[src/design/ctc_pkg.sv]
// shared constants for the cache tag lookup block
package ctc_pkg;

  localparam int LINES_DEF    = 256;
  localparam int MAX_WAYS_DEF = 8;

  localparam int CFG_AW = 2;
  localparam int CFG_DW = 5;

  // idx is at most 15 bits wide, a line count at most 2^15
  localparam int IDX_W = 15;
  localparam int CNT_W = 16;

  localparam logic [1:0] MODE_DIRECT = 2'd0;
  localparam logic [1:0] MODE_FULLY  = 2'd1;
  localparam logic [1:0] MODE_SET    = 2'd2;
  localparam logic [1:0] MODE_UNUSED = 2'd3;

  localparam logic [CFG_AW-1:0] REG_MODE     = 2'd0;
  localparam logic [CFG_AW-1:0] REG_OFFSET   = 2'd1;
  localparam logic [CFG_AW-1:0] REG_INDEX    = 2'd2;
  localparam logic [CFG_AW-1:0] REG_WAYS_LOG = 2'd3;

  localparam logic [1:0] MODE_RST   = 2'd0;
  localparam logic [4:0] OFFSET_RST = 5'd6;
  localparam logic [3:0] INDEX_RST  = 4'd8;
  localparam logic [1:0] WAYS_RST   = 2'd0;

endpackage

[src/design/ctc_cell.sv]
// one cache line: tag, valid bit and a stage of the lookup chain
module ctc_cell import ctc_pkg::*; #(
  parameter int LINES = LINES_DEF,
  parameter int IDX   = 0,
  parameter int LW    = 8
) (
  input  logic             clk_i,
  input  logic             rst_ni,
  input  logic             tok_v_i,
  input  logic             hit_f_i,
  input  logic [LW-1:0]    hit_r_i,
  input  logic             emp_f_i,
  input  logic [LW-1:0]    emp_r_i,
  output logic             tok_v_o,
  output logic             hit_f_o,
  output logic [LW-1:0]    hit_r_o,
  output logic             emp_f_o,
  output logic [LW-1:0]    emp_r_o,
  input  logic [31:0]      qtag_i,
  input  logic [LW-1:0]    base_i,
  input  logic [CNT_W-1:0] weff_i,
  input  logic             wr_en_i,
  input  logic [LW-1:0]    wr_line_i,
  input  logic [31:0]      wr_tag_i
);

  logic          valid_q;
  logic [31:0]   tag_q;
  logic          tok_v_q, hit_f_q, emp_f_q;
  logic [LW-1:0] hit_r_q, emp_r_q;
  logic [LW:0]   diff;
  logic [LW-1:0] rank;
  logic          cand;

  // rank of this line within the candidate set, wrapping past the top line
  always_comb begin
    diff = (LW+1)'(IDX) + (LW+1)'(LINES) - {1'b0, base_i};
    if (diff >= (LW+1)'(LINES)) begin
      diff = diff - (LW+1)'(LINES);
    end
    rank = diff[LW-1:0];
    cand = (CNT_W'(rank) < weff_i);
  end

  always_ff @(posedge clk_i or negedge rst_ni) begin
    if (!rst_ni) begin
      valid_q <= 1'b0;
      tok_v_q <= 1'b0;
    end else begin
      tok_v_q <= tok_v_i;
      if (wr_en_i && (wr_line_i == LW'(IDX))) begin
        valid_q <= 1'b1;
      end
    end
  end

  always_ff @(posedge clk_i) begin
    if (wr_en_i && (wr_line_i == LW'(IDX))) begin
      tag_q <= wr_tag_i;
    end
    hit_f_q <= hit_f_i;
    hit_r_q <= hit_r_i;
    emp_f_q <= emp_f_i;
    emp_r_q <= emp_r_i;
    if (cand && valid_q && (tag_q == qtag_i) && (!hit_f_i || rank < hit_r_i)) begin
      hit_f_q <= 1'b1;
      hit_r_q <= rank;
    end
    if (cand && !valid_q && (!emp_f_i || rank < emp_r_i)) begin
      emp_f_q <= 1'b1;
      emp_r_q <= rank;
    end
  end

  assign tok_v_o = tok_v_q;
  assign hit_f_o = hit_f_q;
  assign hit_r_o = hit_r_q;
  assign emp_f_o = emp_f_q;
  assign emp_r_o = emp_r_q;

endmodule

[config.mk]
export PLATFORM = sky130hd
export DESIGN_NAME = ctc_cell
export DESIGN_NICKNAME = d
export VERILOG_FILES = /design/src/design/ctc_pkg.sv /design/src/design/ctc_cell.sv
export SDC_FILE = /design/constraint.sdc
export NUM_CORES = 1
export LEC_CHECK = 0
export BUFFER_PORTS_ARGS = -buffer_cell sky130_fd_sc_hd__buf_2
export CORE_MARGIN = 1.5
export CORE_UTILIZATION = 46
export DETAILED_ROUTE_END_ITERATION = 8
export GPL_TIMING_DRIVEN = 0
export PLACE_DENSITY = 0.81
export SETUP_SLACK_MARGIN = 0.15
export SLEW_MARGIN = 0
export SYNTH_ARGS = -nofsm -noshare
export SYNTH_HDL_FRONTEND = slang
export SYNTH_SLANG_ARGS = --single-unit
[constraint.sdc]
create_clock -name clk_i -period 2.56 [get_ports clk_i]
set_input_delay 0.64 -clock clk_i [delete_from_list [all_inputs] [get_ports clk_i]]
set_output_delay 0.64 -clock clk_i [all_outputs]
set_load 0.1 [all_outputs]
# Word-level counts from Yosys, hierarchy flattened
# Cells that the tools add are included.
# totals
register_bits,52
inputBits,118
out_inout_bits,19
elab_cells,29
# op_classes
addsub,2
n_lt_le_gt_ge,4
eq_ne,1
muxes,3
n_reduce_logical,12
# ops
cell,n
$eq A32 B32 Y1,1
$mux W8,3
$lt A8 B16 Y1,1
$lt A8 B8 Y1,2
$ge A9 B9 Y1 const B,1
$sub A9 B8 Y9 const A,1
$logic_not A8 Y1,1
$sub A8 B1 Y8 const B,1
$logic_and A1 B1 Y1,6
$logic_not A1 Y1,3
$logic_or A1 B1 Y1,2

# Longest topological paths before layout
# Gate-level depths: netlist of the first run.
# logic_depth
ltp_word,8
ltp_mapped,12
depth_no_buf,12

# Worst setup path before layout of the first run
# Ideal clock, no wire load.
# synth_path
path_type,input to register
startpoint,in base_i[0]
endpoint,"reg hit_r_q[7], in the netlist hit_r_o[7]"
setup_time_ns,0.121
t_arrival_ns,3.014
t_required_ns,2.439
slack_ns,-0.575
cell_stages,12
path_buffers,0
path_cell_list,inv_1 > ha_1 > nand2_1 > nor3_1 > xnor2_1 > ha_1 > a21o_1 > a211oi_1 > o21ai_2 > a2111oi_4 > o21ai_4 > mux2_4
# synth_via
elab_chain_cells,8
word_cells_on_any_way,11
cone_classes,add/sub (2); order compare (3); mux (2); reduce/logical (4)
# synth_lines
item,line,rtl
"start, declared",ctc_cell.sv:20,"input logic [LW-1:0] base_i,"
$sub A9 B8 Y9 (*),ctc_cell.sv:37,"diff = (LW+1)'(IDX) + (LW+1)'(LINES) - {1'b0, base_i};"
$sub A8 B1 Y8 / $ge A9 B9 Y1 (equally long branches),"ctc_cell.sv:39, ctc_cell.sv:38",
$mux W8 (*),ctc_cell.sv:38,if (diff >= (LW+1)'(LINES)) begin
$lt A8 B16 Y1,ctc_cell.sv:42,cand = (CNT_W'(rank) < weff_i);
$logic_and A1 B1 Y1 (3 in series),ctc_cell.sv:65,if (cand && valid_q && (tag_q == qtag_i) && (!hit_f_i || rank < hit_r_i)) begin
$mux W8 (*),ctc_cell.sv:65,
"end signal, assigned",ctc_cell.sv:62,hit_r_q <= hit_r_i;
"end signal, assigned",ctc_cell.sv:67,hit_r_q <= rank;
"end, declared",ctc_cell.sv:30,"logic [LW-1:0] hit_r_q, emp_r_q;"
# Every way passes the cells marked *; elsewhere a longest branch is shown, timed or not.
# A chain may end at the register's enable or synchronous reset.

# Worst setup path in the final report of the first run
# layout_path
startpoint,in base_i[3]
endpoint,"reg hit_r_q[0], in the netlist hit_r_o[0]"
# Same word-level chain as after synthesis.

==> impl_metrics.py, run 1 <==
metrics = {
    "outcome": {
        "status": "complete, but fails checks",
        "violations": "setup timing",
    },
    "final_layout": {
        "layout_commonest_cell": "buf_2",
        "drive_above_1_share_pct": 54.1,
        "layout_common_cells": "buf_2 (133), xor2_1 (32), edfxtp_1 (32), inv_1 (22), ha_1 (21)",
        "final_area_um2": 3900,
        "fin_util_pct": 69.6,
        "layoutNonFillerInstCount": 442,
        "fin_nets": 509,
        "area_delta_synth_final_pct": 43.9,
        "n_antenna_cell": 0,
    },
    "clock_tree": {
        "cts_buffers": 5,
        "clk_pin_slew_ps": 90,
        "clk_latency_ps": 300,
        "clockBufferDepth": 2,
        "htreeDepth": 2,
        "cts_tree": "done",
        "cts.sinks": 52,
        "clockRootBuffer": "clkbuf_8",
    },
    "critical_path": {
        "worstRegToRegCells": 6,
        "critPathMaxFanout": 8,
        "endpoint": "hit_r_o[0]$_DFF_P_",
        "reg2reg_from": "tag_q[13]$_DFFE_PP_",
        "crit_required_ps": 2750,
        "crit_path_end_kind": "flip-flop",
        "path_class": "input port to flip-flop",
        "crit_arrival_ps": 3160,
        "reg2reg_slack_ps": 320,
        "crit_start": "base_i[3]",
        "crit_path_start_kind": "input port",
        "reg2reg_to": "hit_r_o[0]$_DFF_P_",
    },
    "synthesis": {
        "synth_edf_count": 32,
        "ys.flop_type": "edfxtp_1",
        "syn_area_um2": 2710,
        "synth_seq_area_share_pct": 50.6,
        "synthCells": 212,
        "avgSynthCellArea_um2": 12.8,
        "synth_nets": 352,
        "async_flop_share_pct": 3.85,
        "ys_ff_latch": 52,
        "ys_types": 33,
        "ys_warn_count": 0,
    },
    "global_routing": {
        "grtUsageMet3_pct": 5.37,
        "grt_pass1_wl_um": 9290,
        "grt_overflow_total": 0,
        "use_met2_pct": 38.7,
        "grt_use_met1_pct": 19.4,
        "busiest_layer": "met2",
        "grt_max_degree": 34,
        "grt_usage_pct": 19.5,
        "antenna_found_initial": 0,
        "grt_pass1_vias": 2217,
    },
    "timing": {
        "slew_viol_final": 0,
        "holdWs_ps": 110,
        "finalSetupViolations": 17,
        "tightest_slew_ps": 722,
        "finalHoldViolCount": 0,
        "max_freq_mhz": 337,
        "setup_tns_ps": -4650,
        "setup_ws_ps": -407,
        "timing.final.crit_share_pct": 116,
        "fin_skew_ps": 7.16,
        "grt_setup_unrepaired": "yes",
        "period_needed_ps": 2970,
        "max_slew_margin_pct": 51.8,
    },
    "power_and_ir_drop": {
        "leakagePower_uw": 0.00188,
        "p_per_area_nw_per_um2": 521,
        "vdd_drop_max_mv": 0.335,
    },
    "detailed_routing": {
        "routedWlPerCell_um": 13.7,
        "via_count": 2153,
        "drt_iter0_drc": 26,
        "antenna_left": 0,
        "routed_via_density": 4.87,
        "wl_um": 6070,
        "dr.pass1.iters": 4,
        "drc_errors": 0,
    },
    "die": {
        "dieWidth_um": 79.8,
        "die_area_um2": 6360,
        "rows": 27,
        "die_height_um": 79.8,
        "core-area_um2": 5610,
        "io_pins": 137,
        "start_util_pct": 48.3,
    },
    "job": {
        "maxCapViolCount": 0,
    },
    "place": {
        "gp_congestion": 0.774,
        "place_area_um2": 3560,
        "portBuffers": 136,
        "place_hpwl_um": 4890,
        "dp.cells": 420,
    },
    "worst_hold_path": {
        "hp-class": "input port to asynchronous set/reset pin",
    },
}
logic make-up (layout without fill, tap and decap cells):
logic type / after synthesis / in the layout / share of synthesized area [%]
AO/OA/AOI/OAI: 25 / 25 / 8.26
buffers and inverters: 24 / 182 / 3.32
adder cells (fa/ha/maj): 22 / 22 / 10.2
AND/OR/NAND/NOR: 35 / 35 / 7.66
XOR/XNOR: 38 / 38 / 12.3
multiplexers: 16 / 16 / 7.75
flip-flops: 52 / 52 / 50.6
power by group:
group,internal [µW],leakage (µW),switching [µW]
Sequential,914,0.000464,7.83
Combinational,213,0.00136,341
Clock,290,0.0000558,266
how the worst min path moves through the flow:
stage	startpoint	slack, ps	to
4_1_cts	rst_ni	100	valid_q$_DFFE_PN0P_
3_3_place_gp	rst_ni	430	tok_v_o$_DFF_PN0_
3_5_place_dp	rst_ni	430	tok_v_o$_DFF_PN0_
5_1_grt	rst_ni	100	valid_q$_DFFE_PN0P_
2_1_floorplan	rst_ni	340	tok_v_o$_DFF_PN0_
6_report	rst_ni	110	valid_q$_DFFE_PN0P_
stage by stage:
step | worst slack (ps) | total power (µW)
after floorplan | -407 | 1290
after global placement | -862 | 1440
after detailed placement | -912 | 1450
after CTS | -309 | 2040
after global routing | -512 | 2110
final | -407 | 2030
cell usage after synthesis (all sizes together) (4+ instances only):
cell	number	area share [%]
xor2	32	10
mux2	16	7.8
inv	24	3.3
ha	22	10
a21oi	5	0.92
nor3	4	0.74
o21ai	5	1.5
xnor2	6	1.9
edfxtp	32	35
a21o	7	1.9
dfxtp	18	13
nor4	11	2.5
nor2	4	0.55
nand3	4	0.74
worst max-delay path: stages:
cell and delay [ps]:
buf_2 130, nor2_4 150, nand2_4 90, nor3_4 220, xnor2_2 160, ha_1 270
a21o_1 170, a211oi_2 200, o21ai_2 110, a2111oi_4 470, o21ai_4 210, mux2_4 340
final cells by class:
cell class	count	area (µm²)
multi-input combinational	136	1400
timing repair buffer	150	826
tap	72	90.1
clock buffer	5	68.8
sequential	52	1370
inverter	24	108
clock inverter	3	42.5
fill	428	1710
registers in the layout, indices dropped and copies added (netlist names):
register  cells
tag_q        32
valid_q       1
emp_r_o       8
hit_r_o       8
tok_v_o       1
hit_f_o       1
emp_f_o       1
metal layers:
layer | routed length [µm] | up-vias | part of all wire, %
met4 | 78 | 0 | 1.3
met1 | 2200 | 975 | 36
li1 | - | 1071 | -
met5 | 0 | - | 0
met2 | 3280 | 101 | 54
met3 | 510 | 6 | 8.4
what timing repair did:
| action | in CTS | in global routing |
|---|---|---|
| hold buffers | 0 | 0 |
| resized for setup | 16 | 14 |
| cloned | 0 | 0 |
| buffers inserted | 9 | 5 |
| pin swaps | 9 | 11 |
| endpoints found under the setup margin | 18 | 18 |
(Power assumes the default switching activity.)
==> inputs of run 2 (changes only) <==
==> constraint.sdc (replaced) <==
create_clock -name clk_i -period 2.56 [get_ports clk_i]
set_input_delay 0.384 -clock clk_i [delete_from_list [all_inputs] [get_ports clk_i]]
set_output_delay 0.384 -clock clk_i [all_outputs]
set_load 0.1 [all_outputs]
==> impl_metrics.py, run 2 (synthesis results as in run 1) <==
metrics = {
    "outcome": {
        "status": "complete, but fails checks",
        "violations": "setup timing",
    },
    "clock_tree": {
        "clk_pin_slew_ps": 90,
        "htreeDepth": 2,
        "cts.sinks": 52,
        "clockBufferDepth": 2,
        "cts_tree": "done",
        "clk_latency_ps": 300,
        "clockRootBuffer": "clkbuf_8",
        "cts_buffers": 5,
    },
    "power_and_ir_drop": {
        "p_per_area_nw_per_um2": 521,
        "total_power_uw": 2030,
        "leakagePower_uw": 0.00187,
        "vdd_drop_max_mv": 0.333,
    },
    "critical_path": {
        "crit_required_ps": 2750,
        "crit_path_cell_trace": "buf_2 -> nor2_4 -> nand2_4 -> nor3_4 -> xnor2_2 -> ha_1 -> a21o_1 -> a211oi_2 -> o21ai_2 -> a2111oi_4 -> o21ai_4 -> mux2_4",
        "crit_path_end_kind": "flip-flop",
        "critPathMaxFanout": 8,
        "cpMaxStageDelayCell": "a2111oi_4",
        "crit_start": "base_i[3]",
        "reg2reg_from": "tag_q[13]$_DFFE_PP_",
        "reg2reg_slack_ps": 320,
        "crit_arrival_ps": 2900,
        "slowest_delay_ps": 460,
        "crit_path_start_kind": "input port",
        "path_class": "input port to flip-flop",
    },
    "detailed_routing": {
        "dr.pass1.iters": 4,
        "drt_iter0_drc": 24,
        "drc_errors": 0,
        "antenna_left": 0,
        "routedWlPerCell_um": 13.7,
        "met2_length_um": 3280,
        "wl_um": 6060,
        "route.met3.wl_um": 503,
        "wl_met1_um": 2200,
        "routed_via_density": 4.87,
        "via_count": 2153,
        "routed.top_layer": "met4",
    },
    "worst_hold_path": {
        "hp-class": "input port to flip-flop",
        "hold_path.startpoint": "tok_v_i",
    },
    "place": {
        "place_ws_ps": -656,
        "place_hpwl_um": 4890,
        "portBuffers": 136,
        "dp.cells": 420,
        "gp_congestion": 0.774,
    },
    "timing": {
        "tightest_slew_ps": 723,
        "finalHoldViolCount": 0,
        "finalSetupViolations": 8,
        "setup_ws_ps": -144,
        "timing.final.crit_share_pct": 106,
        "period_needed_ps": 2700,
        "grt_setup_unrepaired": "yes",
        "holdWs_ps": 193,
        "slew_viol_final": 0,
        "max_slew_margin_pct": 51.8,
        "max_freq_mhz": 370,
        "fin_skew_ps": 6.86,
    },
    "die": {
        "rows": 27,
        "die_area_um2": 6360,
        "dieWidth_um": 79.8,
        "io_pins": 137,
        "die_height_um": 79.8,
        "core-area_um2": 5610,
        "start_util_pct": 48.3,
    },
    "global_routing": {
        "grt_max_degree": 34,
        "grt_usage_pct": 19.6,
        "grt_overflow_total": 0,
        "grt_pass1_wl_um": 9340,
        "antenna_found_initial": 0,
        "grt_pass1_vias": 2222,
    },
    "final_layout": {
        "layout_common_cells": "buf_2 (133), xor2_1 (32), edfxtp_1 (32), inv_1 (22), ha_1 (21)",
        "fillers": 424,
        "area_delta_synth_final_pct": 43.8,
        "seqCellArea_um2": 1370,
        "layoutNonFillerInstCount": 442,
        "fin_util_pct": 69.5,
        "largest_reg_flops": 32,
        "largest_register": "tag_q",
        "layout_commonest_cell": "buf_2",
        "n_antenna_cell": 0,
        "drive_above_1_share_pct": 53.5,
        "fin_nets": 509,
        "multiInputGateArea_um2": 1390,
    },
    "job": {
        "maxCapViolCount": 0,
    },
}
run 2: area by class of cell:
type / count / share of cell area, %
multi-input combinational: 136 / 35.7
sequential: 52 / 35.2
timing repair buffer: 150 / 21.2
inverter: 24 / 2.76
tap: 72 / 2.31
clock buffer: 5 / 1.77
clock inverter: 3 / 1.09
run 2: worst paths after layout:
kind	endpoint	depth (start not counted)
worst max-delay path	hit_r_o[0]$_DFF_P_	12
worst min-delay path	tok_v_o$_DFF_PN0_	1
worst max register to register	hit_r_o[0]$_DFF_P_	6
worst min register to register	valid_q$_DFFE_PN0P_	1
max in group asynchronous	tok_v_o$_DFF_PN0_	2
min in group asynchronous	valid_q$_DFFE_PN0P_	2
run 2: timing repair:
item,4_1_cts,5_1_grt
buffers inserted,9,4
hold buffers,1,0
endpoints found under the hold margin,2,0
endpoints found under the setup margin,17,17
resized for setup,15,12
pin swaps,9,10
run 2: stage by stage:
step                      TNS (ps)  cell area, µm²
after floorplan              -1210            2790
after global placement       -9060            3560
after detailed placement     -9720            3560
after CTS                     -400            3820
after global routing         -2220            3900
final                        -1070            3900
run 2: power breakdown:
group | switching (µW) | internal (µW) | total [µW]
Clock | 267 | 290 | 556
Sequential | 7.85 | 914 | 921
Combinational | 339 | 213 | 552
run 2: routing by layer:
| metal | GRT usage (%) | up-vias |
|---|---|---|
| met3 | 5.26 | 6 |
| met2 | 39.0 | 101 |
| met5 | 0 | - |
| li1 | - | 1072 |
| met4 | 5.86 | 0 |
| met1 | 19.4 | 974 |
run 2: worst max-delay path, delay by kind of cell:
kind	cells	cell delay, ps
XOR/XNOR	1	160
AND/OR/NAND/NOR	3	460
buffers and inverters	1	130
multiplexers	1	340
adder cells (fa/ha/maj)	1	270
AO/OA/AOI/OAI	5	1150
==> inputs of run 3 (changes only) <==
--- a/config.mk
+++ b/config.mk
@@ -10,7 +10,7 @@
 export CORE_UTILIZATION = 46
 export DETAILED_ROUTE_END_ITERATION = 8
 export GPL_TIMING_DRIVEN = 0
-export PLACE_DENSITY = 0.81
+export PLACE_DENSITY = 0.85
 export SETUP_SLACK_MARGIN = 0.15
 export SLEW_MARGIN = 0
 export SYNTH_ARGS = -nofsm -noshare
==> impl_metrics.py, run 3 (synthesis results as in run 1) <==
metrics = {
    "worst_hold_path": {
        "hold_end": "tok_v_o$_DFF_PN0_",
        "hold_path.startpoint": "tok_v_i",
        "hp-class": "input port to flip-flop",
        "min_path_cells": 1,
    },
    "critical_path": {
        "crit_arrival_ps": 2840,
        "reg2reg_from": "tag_q[17]$_DFFE_PP_",
        "crit_start": "base_i[1]",
        "reg2reg_slack_ps": 270,
        "crit_path_cell_trace": "buf_12 -> inv_12 -> ha_4 -> nand2_4 -> nor3_4 -> xnor2_2 -> ha_1 -> a21o_1 -> a211oi_2 -> o21ai_2 -> a2111oi_4 -> o21ai_4 -> mux2_4",
        "path_class": "input port to flip-flop",
        "reg2reg_to": "hit_r_o[0]$_DFF_P_",
        "worstRegToRegCells": 6,
        "critPathMaxFanout": 8,
        "crit_path_start_kind": "input port",
        "crit_path_end_kind": "flip-flop",
        "cpMaxStageDelayCell": "a2111oi_4",
        "cpLargestDelayFamily": "compound AO/OA/AOI/OAI gates",
        "slowest_delay_ps": 430,
        "crit_required_ps": 2750,
        "cp_num_buf_inv": 2,
    },
    "die": {
        "io_pins": 137,
        "rows": 27,
        "die_height_um": 79.8,
        "start_util_pct": 48.3,
        "core-area_um2": 5610,
        "die_area_um2": 6360,
        "dieWidth_um": 79.8,
    },
    "power_and_ir_drop": {
        "vdd_drop_max_mv": 0.353,
        "power_frac_clock_pct": 30.9,
        "p_per_area_nw_per_um2": 547,
        "p_int_uw": 1510,
        "swShare_pct": 28.6,
        "leakagePower_uw": 0.00185,
        "power.switching_uw": 605,
        "total_power_uw": 2110,
        "p_seq_share_pct": 43.6,
        "p_comb_share_pct": 25.5,
    },
    "clock_tree": {
        "htreeDepth": 2,
        "clk_latency_ps": 300,
        "cts_buffers": 5,
        "clk_pin_slew_ps": 90,
        "clockRootBuffer": "clkbuf_8",
        "cts_tree": "done",
        "cts.sinks": 52,
        "clockBufferDepth": 2,
    },
    "global_routing": {
        "grt_pass1_wl_um": 9040,
        "use_met2_pct": 35.8,
        "grt_use_met1_pct": 19.8,
        "grt_pass1_vias": 2159,
        "grt_max_degree": 34,
        "antenna_found_initial": 0,
        "grt_usage_pct": 18.9,
        "grt_overflow_total": 0,
        "busiest_layer": "met2",
        "grtUsageMet3_pct": 5.71,
    },
    "timing": {
        "holdWs_ps": 189,
        "slew_viol_final": 0,
        "timing.final.crit_share_pct": 103,
        "grt_setup_unrepaired": "yes",
        "max_freq_mhz": 378,
        "tightest_slew_ps": 728,
        "setup_tns_ps": -619,
        "finalSetupViolations": 8,
        "finalHoldViolCount": 0,
        "setup_ws_ps": -85.5,
        "fin_skew_ps": 5.63,
        "period_needed_ps": 2650,
        "max_slew_margin_pct": 51.5,
    },
    "final_layout": {
        "n_antenna_cell": 0,
        "fin_util_pct": 68.9,
        "fin_nets": 503,
        "layout_common_cells": "buf_2 (132), xor2_1 (32), edfxtp_1 (32), inv_1 (22), ha_1 (21)",
        "area_delta_synth_final_pct": 42.5,
        "largest_register": "tag_q",
        "fillers": 414,
        "layout_commonest_cell": "buf_2",
        "drive_above_1_share_pct": 52.2,
        "largest_reg_flops": 32,
    },
    "detailed_routing": {
        "routed_via_density": 4.83,
        "drc_errors": 0,
        "drt_iter0_drc": 53,
        "antenna_left": 0,
        "dr.pass1.iters": 4,
        "wl_um": 6070,
        "via_count": 2104,
        "routedWlPerCell_um": 13.9,
    },
    "job": {
        "maxCapViolCount": 0,
    },
    "place": {
        "gp_congestion": 0.754,
        "portBuffers": 136,
        "place_hpwl_um": 4810,
    },
    "outcome": {
        "status": "complete, but fails checks",
        "violations": "setup timing",
    },
}
-- run 3: metal layers --
layer  wire length [µm]  up-vias
li1                   -     1059
met2               3200       98
met1               2270      939
met4                 91        0
met3                512        8
met5                  0        -
-- run 3: worst register-to-register path, cell delays in order (launching register included) --
cell       delay (ps)
edfxtp_1          390
xor2_1            150
nor4_1            360
nand4_1           230
a2111oi_4         490
o21ai_4           220
mux2_4            340
-- run 3: worst max-delay path by stage --
stage	depth (start not counted)	slack [ps]	to
2_1_floorplan	12	-150	hit_r_o[7]$_DFF_P_
3_3_place_gp	11	-550	hit_r_o[4]$_DFF_P_
3_5_place_dp	13	-610	hit_r_o[4]$_DFF_P_
4_1_cts	13	-60	hit_r_o[0]$_DFF_P_
5_1_grt	10	-190	hit_r_o[0]$_DFF_P_
6_report	13	-90	hit_r_o[0]$_DFF_P_
-- run 3: per-stage QoR --
step	setup WS, ps	instance area [µm²]	std cells
after floorplan	-151	2790	212
after global placement	-550	3560	420
after detailed placement	-608	3560	420
after CTS	-55.6	3810	434
after global routing	-187	3860	436
final	-85.5	3860	436
-- run 3: area by class of cell --
class / count / area, µm² / share of cell area, %
multi-input cells: 136 / 1380 / 35.6
flip-flops and latches: 52 / 1370 / 35.5
repair buffers: 144 / 786 / 20.3
inverters: 24 / 108 / 2.78
well taps: 72 / 90.1 / 2.33
clock buffers: 6 / 72.6 / 1.88
clock inverters: 2 / 60.1 / 1.55
-- run 3: power groups by stage --
stage | Sequential (µW) | Clock (µW) | Combinational, µW
after floorplan | 1120 | 0 | 170
after global placement | 939 | 0 | 502
after detailed placement | 940 | 0 | 511
after CTS | 921 | 671 | 532
after global routing | 923 | 693 | 579
final | 921 | 653 | 538
-- run 3: repair_timing --
item | in CTS | in global routing
hold endpoints to repair | 2 | 0
pin swaps | 9 | 1
resized for setup | 13 | 10
gates cloned | 0 | 0
endpoints found under the setup margin | 17 | 16
setup buffers | 5 | 2
hold buffers | 1 | 0
